$ cat config.mk
export PLATFORM = sky130hd
export DESIGN_NAME = sound_cpu_mailbox_irq
export DESIGN_NICKNAME = d
export VERILOG_FILES = /design/src/hdl/scmb_pkg.sv /design/src/hdl/scmb_core.sv /design/src/hdl/sound_cpu_mailbox_irq.sv
export VERILOG_INCLUDE_DIRS = /design/src /design/src/hdl
export SDC_FILE = /design/constraint.sdc
export NUM_CORES = 1
export LEC_CHECK = 0
export ABC_CLOCK_PERIOD_IN_PS = 3930
export CORE_MARGIN = 3
export CORE_UTILIZATION = 50
export DETAILED_ROUTE_END_ITERATION = 10
export DONT_BUFFER_PORTS = 1
export PLACE_DENSITY = 0.7
export REMOVE_ABC_BUFFERS = 1
export SLEW_MARGIN = 40
export SYNTH_ARGS = -nofsm -noshare
export SYNTH_HDL_FRONTEND = slang
export SYNTH_HIERARCHICAL = 1
export SYNTH_SLANG_ARGS = --single-unit
$ cat constraint.sdc
create_clock -name clk -period 3.93 [get_ports clk]
set_input_delay 0.5895 -clock clk [delete_from_list [all_inputs] [get_ports clk]]
set_output_delay 0.5895 -clock clk [all_outputs]
set_load 0.02 [all_outputs]
$ cat src/hdl/sound_cpu_mailbox_irq_macros.svh
// Assertion macros used by the mailbox core (scmb_core)
`ifndef SOUND_CPU_MAILBOX_IRQ_MACROS_SVH
`define SOUND_CPU_MAILBOX_IRQ_MACROS_SVH

// Same-cycle implication, checked on every rising clock edge outside reset
`define SCMB_ASSERT_NOW(lbl, ante, cons) \
  lbl: assert property (@(posedge clk) disable iff (rst) (ante) |-> (cons)) \
    else $error("mailbox check failed");

// Next-cycle implication
`define SCMB_ASSERT_NEXT(lbl, ante, cons) \
  lbl: assert property (@(posedge clk) disable iff (rst) (ante) |=> (cons)) \
    else $error("mailbox check failed");

`endif

$ cat src/hdl/scmb_pkg.sv
// Package: payload types and decode constants of the sound CPU mailbox
`timescale 1ns / 1ps
package scmb_pkg;

  typedef struct packed {
    logic [2:0]  func;
    logic [15:0] address;
    logic [7:0]  data;
    logic [7:0]  coin_bits;
  } in_item_t;

  typedef struct packed {
    logic [7:0] read_data;
    logic       irq_line;
    logic [7:0] irq_vector;
    logic       rom_bank;
  } out_item_t;

  // transaction kinds
  localparam logic [2:0] FN_MAIN_RD  = 3'd0;
  localparam logic [2:0] FN_MAIN_WR  = 3'd1;
  localparam logic [2:0] FN_SND_RD   = 3'd2;
  localparam logic [2:0] FN_SND_WR   = 3'd3;
  localparam logic [2:0] FN_FM_IRQ   = 3'd4;

  // main side word offsets
  localparam logic [2:0] MW_LATCH0   = 3'd0;
  localparam logic [2:0] MW_LATCH1   = 3'd1;
  localparam logic [2:0] MW_REPLY0   = 3'd2;
  localparam logic [2:0] MW_REPLY1   = 3'd3;
  localparam logic [2:0] MW_KICK     = 3'd4;
  localparam logic [2:0] MW_PENDING  = 3'd5;
  localparam logic [2:0] MW_SEND     = 3'd6;

  // sound side addresses
  localparam logic [15:0] SA_ACK      = 16'h4000;
  localparam logic [15:0] SA_VEC_INIT = 16'h4001;
  localparam logic [15:0] SA_RST18CLR = 16'h4003;
  localparam logic [15:0] SA_BANK     = 16'h4007;
  localparam logic [15:0] SA_LATCH0   = 16'h4010;
  localparam logic [15:0] SA_LATCH1   = 16'h4011;
  localparam logic [15:0] SA_PENDING  = 16'h4012;
  localparam logic [15:0] SA_COIN     = 16'h4013;
  localparam logic [15:0] SA_REPLY0   = 16'h4018;
  localparam logic [15:0] SA_REPLY1   = 16'h4019;

  localparam logic [7:0] VEC_BOTH   = 8'hd7;
  localparam logic [7:0] VEC_RST18  = 8'hdf;
  localparam logic [7:0] VEC_NONE   = 8'hff;
  localparam logic [7:0] MAIN_UNMAP = 8'hff;

endpackage

$ cat src/hdl/scmb_core.sv
// Mailbox state, address decode and interrupt vector logic
`timescale 1ns / 1ps
`include "sound_cpu_mailbox_irq_macros.svh"
module scmb_core
  import scmb_pkg::*;
(
  input  logic      clk,
  input  logic      rst,
  input  logic      kick_also_rst10,
  input  logic      go,
  input  in_item_t  item,
  output out_item_t result
);

  logic [7:0] to_sound_latch [2];
  logic [7:0] to_main_latch  [2];
  logic       to_sound_pending, to_main_pending;
  logic       rst10_active, rst18_active;
  logic       line_state, bank_bit;
  logic [7:0] vector_reg;

  logic [7:0] to_sound_latch_next [2];
  logic [7:0] to_main_latch_next  [2];
  logic       to_sound_pending_next, to_main_pending_next;
  logic       rst10_active_next, rst18_active_next;
  logic       line_state_next, bank_bit_next;
  logic [7:0] vector_reg_next;
  logic [7:0] rd;
  logic [2:0] word;
  logic       ack_wr;

  assign word   = item.address[3:1];
  assign ack_wr = go && item.func == FN_SND_WR && item.address == SA_ACK;

  always_comb begin
    to_sound_latch_next   = to_sound_latch;
    to_main_latch_next    = to_main_latch;
    to_sound_pending_next = to_sound_pending;
    to_main_pending_next  = to_main_pending;
    rst10_active_next     = rst10_active;
    rst18_active_next     = rst18_active;
    bank_bit_next         = bank_bit;
    line_state_next       = line_state;
    vector_reg_next       = vector_reg;
    rd                    = '0;

    unique case (item.func)
      FN_MAIN_RD: begin
        unique case (word)
          MW_REPLY0:  rd = to_main_latch[0];
          MW_REPLY1:  rd = to_main_latch[1];
          MW_PENDING: rd = {7'd0, to_sound_pending};
          default:    rd = MAIN_UNMAP;
        endcase
      end
      FN_MAIN_WR: begin
        unique case (word)
          MW_LATCH0: to_sound_latch_next[0] = item.data;
          MW_LATCH1: to_sound_latch_next[1] = item.data;
          MW_KICK: begin
            if (kick_also_rst10) rst10_active_next = 1'b1;
            rst18_active_next = 1'b1;
          end
          MW_SEND: begin
            to_main_pending_next  = 1'b0;
            to_sound_pending_next = 1'b1;
          end
          default: ;
        endcase
      end
      FN_SND_RD: begin
        unique case (item.address)
          SA_LATCH0:  rd = to_sound_latch[0];
          SA_LATCH1:  rd = to_sound_latch[1];
          SA_PENDING: rd = {7'd0, to_main_pending};
          SA_COIN:    rd = item.coin_bits;
          default:    rd = '0;
        endcase
      end
      FN_SND_WR: begin
        unique case (item.address)
          SA_ACK: begin
            to_sound_pending_next = 1'b0;
            to_main_pending_next  = 1'b1;
          end
          SA_VEC_INIT: begin
            rst10_active_next = 1'b0;
            rst18_active_next = 1'b0;
          end
          SA_RST18CLR: rst18_active_next = 1'b0;
          SA_BANK:     bank_bit_next = item.data[0];
          SA_REPLY0:   to_main_latch_next[0] = item.data;
          SA_REPLY1:   to_main_latch_next[1] = item.data;
          default: ;
        endcase
      end
      FN_FM_IRQ: rst10_active_next = item.data[0];
      default: ;
    endcase

    // RST10 alone leaves line and vector untouched; a kick's two updates
    // collapse to one since the second overrides the first
    if (!rst10_active_next && !rst18_active_next) begin
      line_state_next = 1'b0;
    end else if (rst18_active_next) begin
      line_state_next = 1'b1;
      vector_reg_next = rst10_active_next ? VEC_BOTH : VEC_RST18;
    end
  end

  assign result = '{read_data:  rd,
                    irq_line:   line_state_next,
                    irq_vector: vector_reg_next,
                    rom_bank:   bank_bit_next};

  always_ff @(posedge clk) begin
    if (rst) begin
      to_sound_latch   <= '{default: '0};
      to_main_latch    <= '{default: '0};
      to_sound_pending <= 1'b0;
      to_main_pending  <= 1'b0;
      rst10_active     <= 1'b0;
      rst18_active     <= 1'b0;
      line_state       <= 1'b0;
      vector_reg       <= VEC_NONE;
      bank_bit         <= 1'b0;
    end else if (go) begin
      to_sound_latch   <= to_sound_latch_next;
      to_main_latch    <= to_main_latch_next;
      to_sound_pending <= to_sound_pending_next;
      to_main_pending  <= to_main_pending_next;
      rst10_active     <= rst10_active_next;
      rst18_active     <= rst18_active_next;
      line_state       <= line_state_next;
      vector_reg       <= vector_reg_next;
      bank_bit         <= bank_bit_next;
    end
  end

  `SCMB_ASSERT_NOW(a_line_vec, line_state, vector_reg == VEC_BOTH || vector_reg == VEC_RST18)
  `SCMB_ASSERT_NOW(a_rst18_line, rst18_active, line_state)
  `SCMB_ASSERT_NOW(a_idle_low, !rst10_active && !rst18_active, !line_state)
  `SCMB_ASSERT_NEXT(a_ack, ack_wr, to_main_pending && !to_sound_pending)

endmodule

$ cat src/hdl/sound_cpu_mailbox_irq.sv
// Top level: sound CPU mailbox with input and result registers
//
//  channel  | handshake             | payload
//  ---------+-----------------------+-----------------------
//  in       | in_valid / in_stall   | in_item  (in_item_t)
//  out      | out_valid / out_stall | out_item (out_item_t)
//  cfg      | cfg_valid / cfg_ready | cfg_data (kick_also_rst10)
//
// One transaction per cycle while out_stall does not hold the output register.
// The input register feeds the decode, whose result lands in the output register.
// Reset (rst, synchronous) clears latches, flags, bank bit; vector goes to 0xff.
// A stall on out holds the result and backs up to in_stall after one more item.
`timescale 1ns / 1ps
module sound_cpu_mailbox_irq
  import scmb_pkg::*;
(
  input  logic      clk,
  input  logic      rst,
  input  logic      in_valid,
  output logic      in_stall,
  input  in_item_t  in_item,
  output logic      out_valid,
  input  logic      out_stall,
  output out_item_t out_item,
  input  logic      cfg_valid,
  output logic      cfg_ready,
  input  logic      cfg_data
);

  logic      kick_also_rst10;
  logic      s1_valid;
  in_item_t  s1_item;
  logic      advance;
  logic      go;
  out_item_t result;

  assign cfg_ready = 1'b1;
  assign advance   = !out_valid || !out_stall;
  assign in_stall  = s1_valid && !advance;
  assign go        = s1_valid && advance;

  always_ff @(posedge clk) begin
    if (rst) begin
      kick_also_rst10 <= 1'b0;
    end else if (cfg_valid && cfg_ready) begin
      kick_also_rst10 <= cfg_data;
    end
  end

  always_ff @(posedge clk) begin
    if (rst) begin
      s1_valid <= 1'b0;
    end else if (!in_stall) begin
      s1_valid <= in_valid;
    end
  end

  always_ff @(posedge clk) begin
    if (in_valid && !in_stall) s1_item <= in_item;
  end

  always_ff @(posedge clk) begin
    if (rst) begin
      out_valid <= 1'b0;
    end else if (advance) begin
      out_valid <= s1_valid;
    end
  end

  always_ff @(posedge clk) begin
    if (go) out_item <= result;
  end

  scmb_core u_core (
    .clk             (clk),
    .rst             (rst),
    .kick_also_rst10 (kick_also_rst10),
    .go              (go),
    .item            (s1_item),
    .result          (result)
  );

endmodule
==> impl_results.md, run 1 <==
* Status: completed
* Highest net fanout along the worst path at 5
* Place WS at between 1.5 and 2 ns
* Compound-gate portion of the synthesized area at between 10 and 15%
* RSZ-0062 raised after global routing: no
* Met1 WL at between 3000 and 4000 um
* Clk_lat worst skew at about 0.36 ns
* Antenna viol nets, final at 0
* Critical-path top delay cell: or4b_4
* Residual DRC at 0
* Layout area overhead at 7.11%
* Worst hold path class: in -> reg
* Final Max Tran Viols at 0
* Clock Path Buffers at 2
* Nets at about 400
* Die width at roughly 97 um
* Initial Util at between 50% and 60%
* Initial DRC Count at 261
* ANT cells at 0
* Maximum Capacitance Violations at 0
* Mux contribution to synthesized area at 6.57%
* Largest registers: s1_item x35, out_item x18
* Setup violators final at 0
* Min Clock Period, post-route at 2.43 ns
* Least-Margin Pin Slew at between 0.7 and 0.8 ns
* Int Pwr at between 0.001 and 0.0015 W
* Max layer used: met4
* Cells after Synth at between 300 and 400
* Initial antenna violation count at 0
* Worst vdd ir at around 330 uV
* Crit path cell chain: or4b_4 > nor4_1 > a21oi_1 > or4_4 > a21o_2
* Switching Fraction at 22.4%
* Critical setup path kind: reg -> reg
* Yosys top cell by area: edfxtp_1
* Synth Area in Adders at 0%
* Largest net degree at the start of global routing at 45
* Clock slew at reported path FFs at about 0.10 ns
* Final worst slack at around 1.5 ns
* # IOs at 62
* Final Total Pwr at roughly 0.0019 W
* CTS H-tree lvls at 3
* WL/cell at between 15 and 20 um
* First-pass GRT wire length at approximately 13,000 um
* Share of layout cells above drive strength 1 at 10.4%
* Drt pass-1 iters at 5
* Logic pwr share at approximately 3.6%
* Post-CTS Setup Bufs at 0
* FILL cells at approximately 640
* Post-CTS sizing at 0
* Largest family of logic cells by synthesized area: simple AND/OR/NAND/NOR gates
* GRT Resource Usage Total at between 15 and 20%
* Syn avg cell area at approximately 12 um2
* Largest cells by area after synthesis: edfxtp_1 38%, dfxtp_1 24%, mux2i_1 6.3%
* Count of cell types in the netlist at between 50 and 60
* GRT Residual Overflow at 0
* Reg-to-reg slack, setup at about 1.5 ns
* Pwr/cell area at 430 mW/mm2
* Highest clock rate at roughly 400 MHz
* Die H at just under 100 um
* Via-to-Cell Ratio at 5.86
* Largest register FFs at 35
* Sequential area share after synthesis at slightly above 60%
* CTS tree: done
* Met3 Wirelength at about 500 um
* IO Port Bufs at 0
* Worst Skew at about 0.014 ns
* Die area at roughly 0.0094 mm2
* Via count at about 2,700
* Worst setup EP type: flop
* Final Cycle Share at between 60% and 70%
* Ys Warns at 6
* Post-CTS Hold Buffers at 0
* Post-Route WL at roughly 8000 um
* Synth Area in XOR/XNOR at 0%
* Yosys top cell area share at roughly 38%
* Switching pwr at about 0.00043 W
* Slew headroom at 52.2%
* WP data arrival at approximately 2.6 ns
* Routability Congestion at about 0.87
* Startpoint Class: flop
* Synthesized cell area at between 0.004 and 0.005 mm2
* Sequential share of power at ~62%
* # rows at 32
* Clock root buffer: clkbuf_8
* CP required at between 4 and 5 ns
* DP HPWL at 5430 um
* Final Hold Viols at 0
* Clk pwr share at 34.1%
* Sink Count at just over 100
* Pleak at ~1.5 nW
* Vias in the first global route at roughly 2,700
* Max stage delay on crit path at between 0.5 and 0.6 ns
* Met2 wire len at about 3600 um
* Synth Area in Simple Gates at approximately 16%
* Seq cells post-synth at a little over 100
* Most flops, register: s1_item
* Core area at between 0.007 and 0.008 mm2
* Number of buffers created by CTS at 9
-- worst paths after layout --
| path | endpoint | startpoint | depth (start not counted) |
|---|---|---|---|
| min | u_core/to_sound_latch[11]$_SDFFE_PP0P_ | rst | 1 |
| max | out_item[9]$_DFFE_PP_ | s1_item[29]$_DFFE_PP_ | 5 |
| max reg2reg | out_item[9]$_DFFE_PP_ | s1_item[29]$_DFFE_PP_ | 5 |
| min reg2reg | u_core/vector_reg[6]$_SDFFE_PP1P_ | u_core/vector_reg[6]$_SDFFE_PP1P_ | 1 |
-- power groups by stage --
stage | sequential (W) | combinational, W | clock, W
4_1_cts | 0.00119 | 0.0000684 | 0.000666
6_report | 0.00119 | 0.0000680 | 0.000649
5_1_grt | 0.00119 | 0.0000759 | 0.000712
2_1_floorplan | 0.00120 | 0.0000477 | 0
3_3_place_gp | 0.00121 | 0.0000630 | 0
3_5_place_dp | 0.00121 | 0.0000682 | 0
-- stage by stage --
| stage | hold slack [ns] | area, um2 | util [%] | setup TNS (ns) | cells |
|---|---|---|---|---|---|
| finish | 0.291 | 4430 | 56.1 | 0 | 457 |
| global placement | 0.413 | 4200 | 53.2 | 0 | 440 |
| global route | 0.258 | 4430 | 56.1 | 0 | 457 |
| floorplan | 0.401 | 4040 | - | -6.64 | 335 |
| detailed placement | 0.418 | 4230 | 53.6 | 0 | 441 |
| CTS | 0.272 | 4430 | 56.1 | 0 | 457 |
-- placed cells by master, fill, tap and decap left out, drive strengths merged, types with 2 or more instances in the layout --
cell       n
edfxtp    53
nor2b      4
o211ai    10
nand4      3
nand2     26
nand2b    16
or3        2
o221ai     7
dfxtp     49
or4        3
nor4       5
nor3b      2
o21a       2
nand4b     2
nand3     14
a21oi     15
inv       15
clkinvlp   2
and2       2
buf        4
a22oi      8
nor2      39
o21ai     12
nor3       3
or4b       2
mux2i     26
a31o       2
clkbuf    10
a221oi     2
-- cell type report --
| class | instances | area [um2] | area share (%) |
|---|---|---|---|
| well taps | 102 | 128 | 2.88 |
| clock inverters | 6 | 68.8 | 1.55 |
| repair buffers | 4 | 50.0 | 1.13 |
| multi-input cells | 220 | 1430 | 32.4 |
| inverters | 13 | 48.8 | 1.10 |
| flip-flops and latches | 102 | 2570 | 58.1 |
| clock buffers | 10 | 128 | 2.88 |
-- cells in the mapped netlist (all sizes together) --
library cell,number
nor3b,2
a21o,1
o22a,1
o21a,2
or4,3
o211ai,10
o22ai,1
conb,1
edfxtp,53
nand2,26
clkbuf,11
nor4,5
mux2,1
inv,13
buf,6
a21oi,15
nor4b,1
nand4b,2
a31o,2
o21ai,12
nor2,39
o2111ai,1
or4b,2
or2,1
a221oi,2
or3,2
and3b,1
nand3b,1
a22oi,8
mux2i,26
a21boi,1
nor3,3
and4b,1
and2,2
nand2b,16
nand4,3
o221ai,7
and4,1
nand3,14
nor2b,4
dfxtp,49
-- per-layer routing --
metal / vias to the layer above / global-route usage, %
li1: 1273 / -
met1: 1298 / 24.6
met2: 98 / 25.8
met3: 11 / 5.12
met4: 0 / 7.78
met5: - / 0
-- cell families (layout without fill, tap and decap cells) --
family                 after synthesis  count (layout)
flip-flops                         102             102
buffers and inverters               30              33
AO/OA/AOI/OAI                       63              63
other                                1               1
AND/OR/NAND/NOR                    129             129
multiplexers                        27              27
-- critical path, delay by kind of cell (launching register included) --
family	cells	cell delay, ns
flops	1	0.38
simple gates	3	1.48
compound gates	2	0.36
Note: power is estimated with default switching activity, not from simulation.
==> inputs of run 2 (changes only) <==
Settings changed: ABC_AREA from default to 1, ABC_CLOCK_PERIOD_IN_PS 3930 to 2080.
Clock period 3.93 ns to 2.08 ns, I/O delays scaled along.
==> run 2 against run 1 <==
Against the previous run:
- worst hold slack lost 0.26 ns
- die area grew 3.9%
- sequential share of layout area shrank 2.1 points
- critical path type unchanged
- critical endpoint is now u_core/to_main_latch[15]$_SDFFE_PP0P_
- largest cell class unchanged
- highest routed layer unchanged
==> impl_results.md, run 2 <==
* Layout area overhead at 6.65%
* Most flops, register: s1_item
* Clock Path Buffers at 2 (unchanged)
* Vias in the first global route at 2,601 (-2.1%)
* CTS tree: done
* Core area at 0.00830 mm2 (+5.2%)
* Post-CTS sizing at 0 (unchanged)
* Worst setup EP type: flop
* Die width at 98.8 um (+1.9%)
* Worst Skew at 0.0131 ns (-0.00119 ns)
* GRT Residual Overflow at 0 (unchanged)
* Routability Congestion at 0.832 (-4.2%)
* Ys Warns at 6 (unchanged)
* Most frequent cell after synthesis: nand2_1
* Cells after Synth at 470 (+34%)
* Most frequent cells in the layout: 91 x nand2_1, 58 x nand3_1, 53 x edfxtp_1, 53 x nor2_1, 49 x dfxtp_1
* Largest registers: s1_item x35, out_item x18
* Worst vdd ir at 521 uV (+58%)
* Yosys top cell by area: edfxtp_1
* Largest cells by area after synthesis: edfxtp_1 37%, dfxtp_1 23%, nand2_1 7.9%
* RSZ-0062 raised after global routing: no
* Worst Hold Path Cells at 1 (unchanged)
* Final Max Tran Viols at 0 (unchanged)
* Critical setup path kind: reg -> reg
* Drt pass-1 iters at 4 (-1)
* Highest clock rate at 564 MHz (+37%)
* Startpoint Class: flop
* R2R cell count at 7 (+2)
* Least-Margin Pin Slew at 0.569 ns (-0.148 ns)
* FILL cells at 753 (+17%)
* Clock slew at reported path FFs at 0.09 ns (about the same)
* Setup violators final at 0 (unchanged)
* Number of buffers created by CTS at 9 (unchanged)
* Die area at 0.00976 mm2 (+3.9%)
* Final Hold Viols at 0 (unchanged)
* Pleak at 1.81 nW (+19%)
* Residual DRC at 0 (unchanged)
* Highest net fanout along the worst path at 16 (+11)
* Clk_lat worst skew at 0.36 ns (about the same)
* Synth cell count leaders: 91 x nand2_1, 58 x nand3_1, 53 x edfxtp_1, 53 x nor2_1, 49 x dfxtp_1
* Initial DRC Count at 162 (-38%)
* Worst hold path class: in -> reg
* ANT cells at 0 (unchanged)
* Largest register FFs at 35 (unchanged)
* Sink Count at 102 (unchanged)
* Largest net degree at the start of global routing at 45 (unchanged)
* Min Clock Period, post-route at 1.77 ns (-0.656 ns)
* EDFF count, synth at 53 (unchanged)
* Most used DFF post-synth: edfxtp_1
* Via count at 3,020 (+13%)
* Design Area, Final at 0.00459 mm2 (+3.7%)
* IO Port Bufs at 0 (unchanged)
* CTS H-tree lvls at 3 (unchanged)
* Via-to-Cell Ratio at 5.18 (-12%)
* Maximum Capacitance Violations at 0 (unchanged)
* Syn avg cell area at 9.16 um2 (-22%)
* # rows at 33 (+3.1%)
* Slew headroom at 61.9% (+9.7 points)
* Antenna viol nets, final at 0 (unchanged)
* Yosys top cell area share at 37.0% (-1.5 points)
* Final Cycle Share at 85.2% (+23 points)
* Count of cell types in the netlist at 31 (-42%)
* # IOs at 62 (unchanged)
* FFs w/ async S/R, synth at 0% (unchanged)
* Die H at 98.8 um (+1.9%)
* Post-DP Area at 0.00439 mm2 (+3.8%)
* Crit Reg-Reg Endpoint: u_core/to_main_latch[15]$_SDFFE_PP0P_
* First-pass GRT wire length at 12,500 um (-6.2%)
* Initial Util at 51.9% (-0.53 points)
* GRT Resource Usage Total at 16.3% (-1.5 points)
* WP data arrival at 2.03 ns (-0.53 ns)
* Launch point of the worst reg-to-reg path: s1_item[19]$_DFFE_PP_
* Reg-to-reg slack, setup at 0.31 ns (-1.19 ns)
* Seq cells post-synth at 102 (unchanged)
* Commonest non-fill, non-tap cell in the layout: nand2_1
* DP HPWL at 5590 um (+2.9%)
* CP required at 2.33 ns (-1.73 ns)
* Initial antenna violation count at 0 (unchanged)
* Pwr/cell area at 786 mW/mm2 (+83%)
* Sequential area share after synthesis at 59.8% (-2.5 points)
* Nets at 514 (+31%)
* Min-delay src: rst
* Share of layout cells above drive strength 1 at 11.1% (+0.67 points)
* WL/cell at 13.3 um (-24%)
* Clock root buffer: clkbuf_8
* Status: completed
* Post-Route WL at 7780 um (-3.4%)
* TNS Setup at 0 ns (unchanged)
* Hold worst-path end: u_core/to_main_pending$_SDFFE_PP0P_
* Synthesized cell area at 0.00431 mm2 (+4.1%)
-- run 2: cell families (layout without fill, tap and decap cells) --
logic type | after synthesis | count (layout) | share of synthesized area [%]
compound gates | 65 | 65 | 7.93
simple gates | 227 | 227 | 24.6
buf+inv | 75 | 83 | 7.61
other cells | 1 | 1 | 0.0871
flops | 102 | 102 | 59.8
-- run 2: worst max-delay path by stage --
stage / start / endpoint / slack [ns] / depth (start not counted)
finish: s1_item[19]$_DFFE_PP_ / u_core/to_main_latch[15]$_SDFFE_PP0P_ / 0.31 / 7
global route: s1_item[29]$_DFFE_PP_ / u_core/to_main_latch[15]$_SDFFE_PP0P_ / 0.13 / 8
CTS: s1_item[19]$_DFFE_PP_ / u_core/to_main_latch[15]$_SDFFE_PP0P_ / 0.31 / 7
detailed placement: s1_item[19]$_DFFE_PP_ / u_core/to_main_latch[15]$_SDFFE_PP0P_ / 0.34 / 7
global placement: rst / u_core/rst18_active$_SDFFE_PP0P_ / 0.33 / 3
floorplan: out_valid$_SDFFE_PP0P_ / u_core/to_main_latch[0]$_SDFFE_PP0P_ / -0.58 / 6
-- run 2: power by group --
group | switching (W) | internal (W)
Clock | 0.000648 | 0.000555
Sequential | 0.0000539 | 0.00218
Combinational | 0.000125 | 0.0000458
Total | 0.000827 | 0.00278
-- run 2: repair_timing --
item                                   in CTS  in global routing
buffers inserted                            0                  0
hold buffers                                1                  0
endpoints found under the hold margin       3                  0
-- run 2: area by class of cell --
| cell class | count | area, um2 | area share, % |
|---|---|---|---|
| Sequential cell | 102 | 2570 | 56.0 |
| Multi-Input combinational cell | 293 | 1410 | 30.7 |
| Inverter | 59 | 228 | 4.96 |
| Tap cell | 105 | 131 | 2.86 |
| Clock buffer | 10 | 128 | 2.78 |
| Timing Repair Buffer | 8 | 62.6 | 1.36 |
| Clock inverter | 6 | 61.3 | 1.34 |
-- run 2: per-layer routing --
| metal | global-route usage (%) | routed length [um] | vias up |
|---|---|---|---|
| met5 | 0 | 0 | - |
| met3 | 3.33 | 339 | 12 |
| li1 | - | - | 1555 |
| met1 | 23.7 | 3880 | 1373 |
| met2 | 23.6 | 3420 | 80 |
| met4 | 7.04 | 137 | 0 |
-- run 2: worst max-delay path: stages (launching register included) --
cell	delay, ns
edfxtp_1	0.55
inv_2	0.10
nor2_4	0.12
nand3_1	0.13
nor3_4	0.51
nand2_1	0.11
nand2_1	0.08
nor2_1	0.06
-- run 2: stage by stage --
stage               total power (W)  setup WS (ns)  cells  hold WS (ns)  utilization [%]
floorplan                   0.00240         -0.579    454         0.374                -
global placement            0.00245          0.335    566         0.376             52.9
detailed placement          0.00245          0.335    566         0.377             52.9
CTS                         0.00365          0.310    583       0.00706             55.3
global route                0.00375          0.126    583        0.0165             55.3
finish                      0.00361          0.307    583        0.0280             55.3
